## config.mk

```make
export PLATFORM = sky130hd
export DESIGN_NAME = byte_pair_decoder
export DESIGN_NICKNAME = d
export VERILOG_FILES = /design/src/design/bpd_pkg.sv /design/src/design/byte_pair_decoder.sv
export SDC_FILE = /design/constraint.sdc
export NUM_CORES = 2
export LEC_CHECK = 0
export ABC_AREA = 1
export BUFFER_PORTS_ARGS = -buffer_cell sky130_fd_sc_hd__buf_2
export CORE_ASPECT_RATIO = 1.2
export CORE_UTILIZATION = 30
export CTS_BUF_LIST = sky130_fd_sc_hd__clkbuf_4 sky130_fd_sc_hd__clkbuf_8 sky130_fd_sc_hd__clkbuf_16
export CTS_CLUSTER_DIAMETER = 30
export CTS_CLUSTER_SIZE = 30
export DETAILED_ROUTE_END_ITERATION = 16
export PLACE_DENSITY = 0.46
export REMOVE_ABC_BUFFERS = 1
export SLEW_MARGIN = 20
export SYNTH_ARGS = -nofsm -noshare
export SYNTH_HDL_FRONTEND = slang
export SYNTH_SLANG_ARGS = --single-unit
```

## constraint.sdc

```tcl
create_clock -name clk -period 4.75 [get_ports clk]
set_input_delay 0.95 -clock clk [delete_from_list [all_inputs] [get_ports clk]]
set_output_delay 0.95 -clock clk [all_outputs]
set_load 0.01 [all_outputs]
```

## src/design/bpd_pkg.sv

```systemverilog
// Shared constants and codes for the byte-pair decoder.
`timescale 1ns / 1ps
`default_nettype none

package bpd_pkg;

  // Default size of the pair table.
  localparam int MAX_PAIRS_DEF = 128;

  // Offset between a byte value and a pair index.
  localparam logic [7:0] PAIR_BASE = 8'd128;

  typedef enum logic [1:0] {
    CMD_START = 2'd0,
    CMD_DATA  = 2'd1,
    CMD_TICK  = 2'd2,
    CMD_END   = 2'd3
  } cmd_t;

  typedef enum logic [2:0] {
    ST_OK         = 3'd0,
    ST_BAD_HEADER = 3'd1,
    ST_FORWARD    = 3'd2,
    ST_UNDEFINED  = 3'd3,
    ST_TRUNCATED  = 3'd4,
    ST_REJECTED   = 3'd5
  } status_t;

endpackage

`default_nettype wire

```

## src/design/byte_pair_decoder.sv

```systemverilog
// Byte-pair-encoding stream decoder with pair table and expansion stack.
// The result word of an accepted input word is registered in the output register
//   and held there until it is taken.
// Throughput: one input word per cycle while the output register is empty or being taken;
//   every command, including one expansion step, is one table read or one stack push/pop
//   between the state and output registers, with the memory read data prefetched for the next state.
// Reset (rst_n low, synchronous): phase idle, stack empty, error clear, output
//   register empty. Table and stack memories are not cleared; only entries
//   written in the current stream are ever read.
`timescale 1ns / 1ps
`default_nettype none

module byte_pair_decoder #(
  parameter int MAX_PAIRS = bpd_pkg::MAX_PAIRS_DEF
) (
  input  wire logic        clk,
  input  wire logic        rst_n,
  // Input channel
  input  wire logic        in_tvalid,
  output logic             in_tready,
  input  wire logic [7:0]  in_tdata,   // [7:0] data_byte
  input  wire logic [1:0]  in_tuser,   // [1:0] command
  // Result channel
  output logic             out_tvalid,
  input  wire logic        out_tready,
  output logic [15:0]      out_tdata,  // [7:0] out_byte, [8] busy_res,
                                       // [11:9] status, [12] finished, [15:13] zero
  output logic             out_tuser   // [0] out_valid
);

  import bpd_pkg::*;

  // Stack holds MAX_PAIRS+1 entries: the top lives in top_r, the rest in memory.
  localparam int STACK_DEPTH = MAX_PAIRS + 1;
  localparam int AW  = (MAX_PAIRS > 1) ? $clog2(MAX_PAIRS) : 1;
  localparam int LW  = $clog2(MAX_PAIRS + 2);
  localparam int PTW = $clog2(MAX_PAIRS + 1);
  localparam int TFW = $clog2(2 * MAX_PAIRS + 1);

  typedef enum logic [1:0] {
    PH_IDLE,
    PH_TABLE,
    PH_BODY,
    PH_STOP
  } phase_t;

  // Control state
  phase_t           phase_r, phase_nxt;
  logic [PTW-1:0]   pair_total_r, pair_total_nxt;
  logic [TFW-1:0]   table_fill_r, table_fill_nxt;
  logic [LW-1:0]    level_r, level_nxt;
  logic [7:0]       top_r, top_nxt;
  status_t          err_r, err_nxt;

  // Output register
  logic             out_tvalid_r;
  logic             res_valid_r;
  logic [7:0]       res_byte_r;
  logic             res_busy_r;
  status_t          res_status_r;
  logic             res_fin_r;

  // Result of the word being accepted
  logic             res_valid;
  logic [7:0]       res_byte;
  status_t          res_status;
  logic             res_fin;

  // Memories: pair table halves and the stack below the top entry
  logic [7:0]       tab_lo_mem [MAX_PAIRS];
  logic [7:0]       tab_hi_mem [MAX_PAIRS];
  logic [7:0]       stk_mem    [MAX_PAIRS];
  logic [7:0]       tab_lo_rd_r, tab_hi_rd_r, stk_rd_r;

  logic             tab_we, tab_hi_sel;
  logic [AW-1:0]    tab_waddr, tab_raddr;
  logic             stk_we;
  logic [AW-1:0]    stk_waddr, stk_raddr;
  logic [7:0]       stk_wdata;

  logic             accept;
  cmd_t             cmd;
  logic [7:0]       din;
  logic [6:0]       tab_idx;
  logic [6:0]       top_idx_nxt;
  logic [TFW-1:0]   fill_inc;
  logic [LW-1:0]    level_m2;

  assign in_tready = !out_tvalid_r || out_tready;
  assign accept    = in_tvalid && in_tready;
  assign cmd       = cmd_t'(in_tuser);
  assign din       = in_tdata;

  // Index of the pair now being filled, and the fill count after this byte.
  assign tab_idx  = 7'(table_fill_r >> 1);
  assign fill_inc = table_fill_r + TFW'(1);

  always_comb begin
    phase_nxt      = phase_r;
    pair_total_nxt = pair_total_r;
    table_fill_nxt = table_fill_r;
    level_nxt      = level_r;
    top_nxt        = top_r;
    err_nxt        = err_r;
    res_valid      = 1'b0;
    res_byte       = 8'd0;
    res_status     = ST_OK;
    res_fin        = 1'b0;
    tab_we         = 1'b0;
    tab_hi_sel     = table_fill_r[0];
    tab_waddr      = AW'(tab_idx);
    stk_we         = 1'b0;
    stk_waddr      = AW'(level_r - LW'(1));
    stk_wdata      = tab_hi_rd_r;

    if (accept) begin
      if (cmd == CMD_START) begin
        // Restart from scratch, then check the header.
        level_nxt      = '0;
        err_nxt        = ST_OK;
        table_fill_nxt = '0;
        pair_total_nxt = '0;
        if (!din[7] || ({1'b0, din[6:0]} > 8'(MAX_PAIRS))) begin
          phase_nxt = PH_STOP;
          err_nxt   = ST_BAD_HEADER;
        end else begin
          pair_total_nxt = PTW'(din[6:0]);
          phase_nxt      = (din[6:0] == 7'd0) ? PH_BODY : PH_TABLE;
        end
        res_status = err_nxt;
      end else begin
        case (phase_r)
          PH_STOP: begin
            res_status = err_r;
          end
          PH_TABLE: begin
            if (cmd == CMD_DATA) begin
              // A table byte may name a literal or an earlier pair only.
              if ({1'b0, din} >= ({1'b0, PAIR_BASE} + 9'(tab_idx))) begin
                phase_nxt = PH_STOP;
                err_nxt   = ST_FORWARD;
                level_nxt = '0;
              end else begin
                tab_we         = 1'b1;
                table_fill_nxt = fill_inc;
                if (fill_inc >= TFW'({pair_total_r, 1'b0})) begin
                  phase_nxt = PH_BODY;
                end
              end
            end else if (cmd == CMD_END) begin
              phase_nxt = PH_STOP;
              err_nxt   = ST_TRUNCATED;
              level_nxt = '0;
            end
            res_status = err_nxt;
          end
          PH_BODY: begin
            case (cmd)
              CMD_DATA: begin
                if (level_r != '0) begin
                  res_status = ST_REJECTED;
                end else if (!din[7]) begin
                  res_valid = 1'b1;
                  res_byte  = din;
                end else begin
                  // Push a pair code on the empty stack.
                  top_nxt   = din;
                  level_nxt = LW'(1);
                end
              end
              CMD_END: begin
                if (level_r != '0) begin
                  res_status = ST_REJECTED;
                end else begin
                  phase_nxt = PH_STOP;
                  err_nxt   = ST_OK;
                  res_fin   = 1'b1;
                end
              end
              CMD_TICK: begin
                if (level_r != '0) begin
                  if (!top_r[7]) begin
                    // Pop and emit a literal.
                    level_nxt = level_r - LW'(1);
                    top_nxt   = stk_rd_r;
                    res_valid = 1'b1;
                    res_byte  = top_r;
                  end else if ((8'({1'b0, top_r[6:0]}) >= 8'(pair_total_r)) ||
                               (8'({1'b0, top_r[6:0]}) >= 8'(MAX_PAIRS)) ||
                               (level_r >= LW'(STACK_DEPTH))) begin
                    phase_nxt  = PH_STOP;
                    err_nxt    = ST_UNDEFINED;
                    level_nxt  = '0;
                    res_status = ST_UNDEFINED;
                  end else begin
                    // Replace the pair code: second half below, first half on top.
                    stk_we    = 1'b1;
                    top_nxt   = tab_lo_rd_r;
                    level_nxt = level_r + LW'(1);
                  end
                end
              end
              default: begin
              end
            endcase
          end
          default: begin
            // Idle: drop everything but a start.
          end
        endcase
      end
    end
  end

  // Prefetch addresses for the state after this edge.
  assign top_idx_nxt = top_nxt[6:0];
  assign tab_raddr   = ({1'b0, top_idx_nxt} < 8'(MAX_PAIRS)) ? AW'(top_idx_nxt) : '0;
  assign level_m2    = level_nxt - LW'(2);
  assign stk_raddr   = (level_nxt >= LW'(2)) ? AW'(level_m2) : '0;

  // Pair table: one write port per half, registered read at the next top.
  always_ff @(posedge clk) begin
    if (tab_we && !tab_hi_sel) begin
      tab_lo_mem[tab_waddr] <= din;
    end
    if (tab_we && tab_hi_sel) begin
      tab_hi_mem[tab_waddr] <= din;
    end
    tab_lo_rd_r <= tab_lo_mem[tab_raddr];
    tab_hi_rd_r <= tab_hi_mem[tab_raddr];
  end

  // Stack body: registered read of the entry under the next top, with bypass.
  always_ff @(posedge clk) begin
    if (stk_we) begin
      stk_mem[stk_waddr] <= stk_wdata;
    end
    if (stk_we && (stk_waddr == stk_raddr)) begin
      stk_rd_r <= stk_wdata;
    end else begin
      stk_rd_r <= stk_mem[stk_raddr];
    end
  end

  // State and output register.
  always_ff @(posedge clk) begin
    if (!rst_n) begin
      phase_r      <= PH_IDLE;
      pair_total_r <= '0;
      table_fill_r <= '0;
      level_r      <= '0;
      err_r        <= ST_OK;
      out_tvalid_r <= 1'b0;
    end else begin
      phase_r      <= phase_nxt;
      pair_total_r <= pair_total_nxt;
      table_fill_r <= table_fill_nxt;
      level_r      <= level_nxt;
      err_r        <= err_nxt;
      if (in_tready) begin
        out_tvalid_r <= accept;
      end
    end
    top_r <= top_nxt;
    if (accept) begin
      res_valid_r  <= res_valid;
      res_byte_r   <= res_byte;
      res_busy_r   <= (level_nxt != '0);
      res_status_r <= res_status;
      res_fin_r    <= res_fin;
    end
  end

  assign out_tvalid = out_tvalid_r;
  assign out_tuser  = res_valid_r;
  assign out_tdata  = {3'd0, res_fin_r, res_status_r, res_busy_r, res_byte_r};

  // A header with bit 7 clear always stops the stream with a bad-header error.
  a_bad_header: assert property (@(posedge clk) disable iff (!rst_n)
    (accept && cmd == CMD_START && !din[7]) |=> (phase_r == PH_STOP && err_r == ST_BAD_HEADER))
    else $error("bad header did not stop the decoder");

  // The stack stays empty outside the body phase.
  a_stack_empty: assert property (@(posedge clk) disable iff (!rst_n)
    (phase_r != PH_BODY) |-> (level_r == '0))
    else $error("stack not empty outside body phase");

  // A literal pop lowers the stack by exactly one.
  a_pop_level: assert property (@(posedge clk) disable iff (!rst_n)
    (accept && phase_r == PH_BODY && cmd == CMD_TICK && level_r != '0 && !top_r[7])
      |=> (level_r == $past(level_r) - LW'(1)))
    else $error("literal pop did not lower the stack by one");

  // A clean end reports no error, no byte and an empty stack.
  a_finish_clean: assert property (@(posedge clk) disable iff (!rst_n)
    (out_tvalid_r && res_fin_r) |-> (res_status_r == ST_OK && !res_valid_r && !res_busy_r))
    else $error("finished word carries error, byte or busy");

endmodule

`default_nettype wire

```

Word-level counts from Yosys, hierarchy flattened:

Memory sizes are Yosys's and may differ from the RTL's. A register that Yosys moved wholly into a read port is not among the register bits.
Index checks and enable logic that the tools add are counted.

* add/sub/neg operators: 5
* order comparisons: 6
* equal/unequal tests: 17
* muxes and demuxes: 87
* bitwise logic cells: 3
* reductions and logical operators: 25

Operator list (count)
* two-way mux 8 bit: 15
* two-way mux 7 bit: 9
* one-hot mux 8 bit (2 select lines): 3
* two-way mux 9 bit: 4
* two-way mux 3 bit: 10
* two-way mux 2 bit: 14
* two-way mux 1 bit: 24
* inequality test 4 bit (second input constant): 6
* one-hot mux 3 bit (2 select lines): 3
* nonzero test 8 bit: 2
* one-hot mux 7 bit (2 select lines): 1
* AND reduction 7 bit: 2
* adder 8 x 7 -> 9 bit (first input constant): 1
* adder 9 x 1 -> 9 bit (second input constant): 1
* greater-or-equal comparator 8 x 9 -> 1 bit: 1
* greater-or-equal comparator 9 bit: 1
* one-hot mux 3 bit (3 select lines): 1
* AND reduction 9 bit: 1
* adder 8 x 1 -> 8 bit (second input constant): 1
* equality test 2 bit (second input constant): 4
* greater-or-equal comparator 7 x 8 -> 1 bit: 1
* greater-or-equal comparator 8 x 2 -> 1 bit (second input constant): 1
* greater-or-equal comparator 8 bit (second input constant): 1
* greater-than comparator 7 x 8 -> 1 bit (second input constant): 1
* 19 further kinds: 35

* register bits after elaboration: 53
* memory bits (writable): 3072
* bits of input ports: 14
* word-level logic and storage cells: 159
* memories kept: 3

Memory list
* stk_mem: words 128, width 8, rd ports 1, clocked after memory_dff 1, write ports 1, line byte_pair_decoder.sv:72 `logic [7:0] stk_mem [MAX_PAIRS];`
* tab_hi_mem: words 128, width 8, rd ports 1, clocked after memory_dff 1, write ports 1, line byte_pair_decoder.sv:71 `logic [7:0] tab_hi_mem [MAX_PAIRS];`
* tab_lo_mem: words 128, width 8, rd ports 1, clocked after memory_dff 1, write ports 1, line byte_pair_decoder.sv:70 `logic [7:0] tab_lo_mem [MAX_PAIRS];`

Logic depth before layout (Yosys ltp):

* depth after elaboration: 11
* mapped depth: 26
* depth with buffers taken out: 24

Worst setup path before layout:

No wires, ideal clock.

* path type: input to register
* start: input port in_tdata[2]
* end: memory tab_hi_mem[120][0] (enable)
* arrival: 3.553 ns
* required time: 4.367 ns
* setup slack: 0.814 ns
* stages on the path: 14
* cells stage by stage: ha_1 > a21oi_1 > o211ai_1 > nand3_1 > a21boi_1 > o21a_1 > nor2_1 > o21ai_1 > nor2_1 > inv_1 > nor2_1 > nand2_1 > clkbuf_1 > nor3_1

* longest elaborated chain between the ends: 9

RTL lines
* start: declaration: line byte_pair_decoder.sv:21 `input wire logic [7:0] in_tdata,`
* greater-or-equal comparator 8 x 9 -> 1 bit: line byte_pair_decoder.sv:139 `if ({1'b0, din} >= ({1'b0, PAIR_BASE} + 9'(tab_idx))) begin`
* two-way mux 1 bit: line byte_pair_decoder.sv:139
* two-way mux 1 bit: line byte_pair_decoder.sv:137 `if (cmd == CMD_DATA) begin`
* two-way mux 1 bit: line byte_pair_decoder.sv:132 `case (phase_r)`
* two-way mux 1 bit: line byte_pair_decoder.sv:117 `if (cmd == CMD_START) begin`
* two-way mux 1 bit: line byte_pair_decoder.sv:116 `if (accept) begin`
* logical AND 1 bit: line byte_pair_decoder.sv:226 `if (tab_we && tab_hi_sel) begin`
* two-way mux 1 bit: line byte_pair_decoder.sv:226
* two-way mux 1 bit (implied by the code): line byte_pair_decoder.sv:227 `tab_hi_mem[tab_waddr] <= din;`
* end: declaration: line byte_pair_decoder.sv:71

Every way passes these cells.

==> results by group <==
Synthesis
  • Post-synth cell types: 58
  • Register area share after synthesis: 0.724
  • Syn avg cell area: about 12 sq um
  • Ys Warns: 0
  • Register bit total from synthesis: 3146
  • Most used flip-flop cell after synthesis: edfxtp_1
  • Post-synth ARST share: 0
  • Post-Synthesis Cells: between 10000 and 15000
  • Post-synth EDFFs: 3086
  • Mapped cell area: 130000 sq um

Power
  • Clock share of power: 0.459
  • Psw: about 0.035 W
  • Proportion of power drawn by combinational gates: 0.238
  • Sw Share: 0.321
  • Pwr Total: about 0.11 W
  • P per Cell Area: about 640 nW/um^2
  • Cell-internal power: roughly 0.073 W
  • Share of power burned in registers: 0.303
  • VDD IR max: 0.538 mV
  • Leak: slightly below 60 nW

Detailed routing
  • DR vias/cell: just over 5
  • Vias: about 92000
  • Final WL: between 400 and 500 mm
  • Routed wire per std cell: 24.1 um
  • DR pass1 iterations: 6
  • Antenna viol nets, final: 0
  • DR iter-0 viols: between 9000 and 10000
  • Remaining DRCs: 0

Critical path
  • R2R depth: 23
  • Critical path class: register to register
  • Critical Path RT: between 5 and 6 ns
  • Worst Setup End Kind: register
  • R2R Setup Slk: approximately 0.12 ns
  • Critical path startpoint category: register
  • Arrival time worst endpoint: 5.53 ns
  • Crit Path Max Fanout: 37
  • Reg-to-reg endpoint: tab_lo_rd_r[3]

Global route
  • First-pass GRT wire length: 633 mm
  • Pin count of the biggest net entering global routing: about 150
  • Initial antenna violation count: 17
  • GRT Overall Usage: 0.194
  • Total grt overflow: 0
  • Vias in the first global route: 92000

CTS
  • Clock Tree Buf Depth: 4
  • Root Buffer: clkbuf_16
  • Clk sinks: between 3000 and 4000
  • H-tree depth reported by CTS: 6
  • CTS tree: built
  • Clk Latency, worst-skew pair: 1.05 ns
  • TritonCTS buffer count: 700
  • Clock-pin slew on the worst setup and hold paths: roughly 0.05 ns

Flow run
  • Max Cap Viol: 0

STA
  • Setup Skew: between 0.05 and 0.06 ns
  • Headroom to the max-slew limit: 0.191
  • Final Slew Violations: 0
  • Max Fclk: ~220 MHz
  • Final period util: 0.975
  • Worst Max-Slew Pin Slew: 1.21 ns
  • Setup TNS: 0 ns
  • RSZ-0062 raised after global routing: true
  • Number of setup violations in the final report: 0
  • Final Critical Period: between 4 and 5 ns
  • Final worst-path setup slack: approximately 0.12 ns
  • Final Hold Vio Count: 0

Final layout
  • Fill cells: roughly 41000
  • Final core utilization: 0.388
  • Commonest cells after routing, fill and taps aside: 3086 x edfxtp_1, 2945 x nand3_1, 2521 x nand2_1
  • Share of cells above drive strength 1: 0.175
  • Nets: ~12000
  • Commonest non-fill, non-tap cell in the layout: edfxtp_1
  • Post-layout instance area: 167000 sq um
  • Area grow syn2layout: 28.9%

Floorplanning
  • DIE WIDTH: 602 um
  • Chip Height: about 720 um
  • Starting Density: 0.301
  • Io pins: 33
  • Row cnt: around 260
  • Core area: roughly 430000 sq um
  • DIE AREA: around 440000 sq um

Placed design
  • Worst slack, placed: -0.587 ns
  • Placed Area: 142000 sq um
  • HPWL Detailed: 264 mm
  • # port buffers: 28
  • Placer Congestion: approximately 0.90

Min path
  • Hold path endpoint: level_r[5]
  • Hold depth: 3
  • HP Start: rst_n
  • HP Class: primary input to register

Status
  • Status: completed
-- flip-flops by register name, summed over array words and instances (netlist names), 2 cells and up, named ones only --
name / count
stk_mem: 1024
stk_wdata: 8
top_r: 8
res_status_r: 3
res_byte_r: 7
tab_lo_mem: 1024
tab_lo_rd_r: 8
err_r: 3
level_r: 8
tab_hi_mem: 1024
phase_r: 2
table_fill_r: 9
pair_total_r: 7
-- Yosys cell counts, drive strengths merged, types with 2 or more instances --
cell	count	area (sq um)
o22ai	28	175
nand2	2528	9500
nor2	766	2910
a21oi	123	619
a211oi	2	15.0
a22oi	12	95.1
o211ai	26	195
nor3	32	165
inv	116	438
or2	3	18.8
ha	36	450
nor4	3	18.8
xor2	10	87.6
a21boi	4	33.8
o21ai	326	1650
nand4	10	68.8
o221ai	53	464
nand3	2970	14900
clkinv	6	22.5
clkbuf	213	800
edfxtp	3086	92700
buf	560	2920
a2111oi	2	17.5
o311ai	8	70.1
a31oi	4	25.0
a221oi	17	155
o21a	2	15.0
dfxtp	60	1200
-- area by class of cell --
type	instances	area, sq um	share of cell area
clock buffer	798	18400	0.110
timing repair buffer	880	9070	0.0542
antenna	6	15.0	0.0000898
tap	5719	7160	0.0428
inverter	122	514	0.00307
sequential	3146	93900	0.561
clock inverter	512	6160	0.0368
multi-input combinational	6978	32000	0.192
-- timing repair --
item / 4_1_cts / 5_1_grt
setup buffers: 5 / 0
pin swaps: 0 / 1
cloned: 2 / 9
gates resized for setup: 29 / 57
hold buffers: 0 / 0
setup endpoints to repair: 13 / 16
-- per-layer routing --
metal	up-vias	routed length [um]	share of wire	global-route usage
met4	2	15100	0.035	0.0693
met2	3251	214000	0.49	0.329
met5	-	7	0.000016	0
li1	41700	-	-	-
met1	46000	182000	0.42	0.251
met3	774	26700	0.061	0.0321
-- through the flow --
stage               std cells  hold WS [ns]
global placement        16800         0.452
detailed placement      16800         0.453
CTS                     18100         0.150
finish                  18200         0.241
global route            18200         0.196
floorplan               10200         0.441
-- kinds of logic (layout without fill, tap and decap cells) --
family,count (synthesis),after routing,synth area share
and+or+nand+nor,6313,6313,0.212
DFF,3146,3146,0.724
xor gates and xnor gates,11,11,0.000743
other,1,10,0.0000289
AOI/OAI and AO/OA,614,614,0.0276
buffers and inverters,895,2312,0.0322
adders and majority gates,36,36,0.00347
-- critical path, stage by stage, from the launching register on --
cell       delay [ns]
dfxtp_4          0.36
buf_12           0.15
clkinv_16        0.17
buf_4            0.23
o21ai_0          0.16
nor2_1           0.08
o21ai_0          0.35
o22ai_1          0.22
nand2_1          0.11
nand3_1          0.29
nand3_1          0.30
nand3_1          0.18
nand2_1          0.10
nand2_1          0.05
nand2_1          0.10
o21ai_4          0.12
inv_4            0.11
buf_12           0.16
buf_8            0.30
nand3_1          0.18
nand3_1          0.18
nand3_2          0.19
nand3_4          0.22
nand2_1          0.09
-- worst max-delay path by stage --
stage | start | end | cells past startpoint
2_1_floorplan | register | stk_wdata[2] | 21
3_3_place_gp | in_tuser[0] | tab_lo_rd_r[2] | 23
3_5_place_dp | in_tuser[0] | tab_lo_rd_r[2] | 23
4_1_cts | register | stk_wdata[5] | 25
5_1_grt | register | stk_wdata[3] | 27
6_report | register | tab_lo_rd_r[3] | 23
-- power groups by stage --
stage	combinational, W	clock, W	sequential [W]
2_1_floorplan	0.0107	0	0.0335
3_3_place_gp	0.0251	0	0.0331
3_5_place_dp	0.0251	0	0.0332
4_1_cts	0.0253	0.0501	0.0327
5_1_grt	0.0275	0.0515	0.0327
6_report	0.0256	0.0494	0.0327
Power figures use the tool's default switching activity.
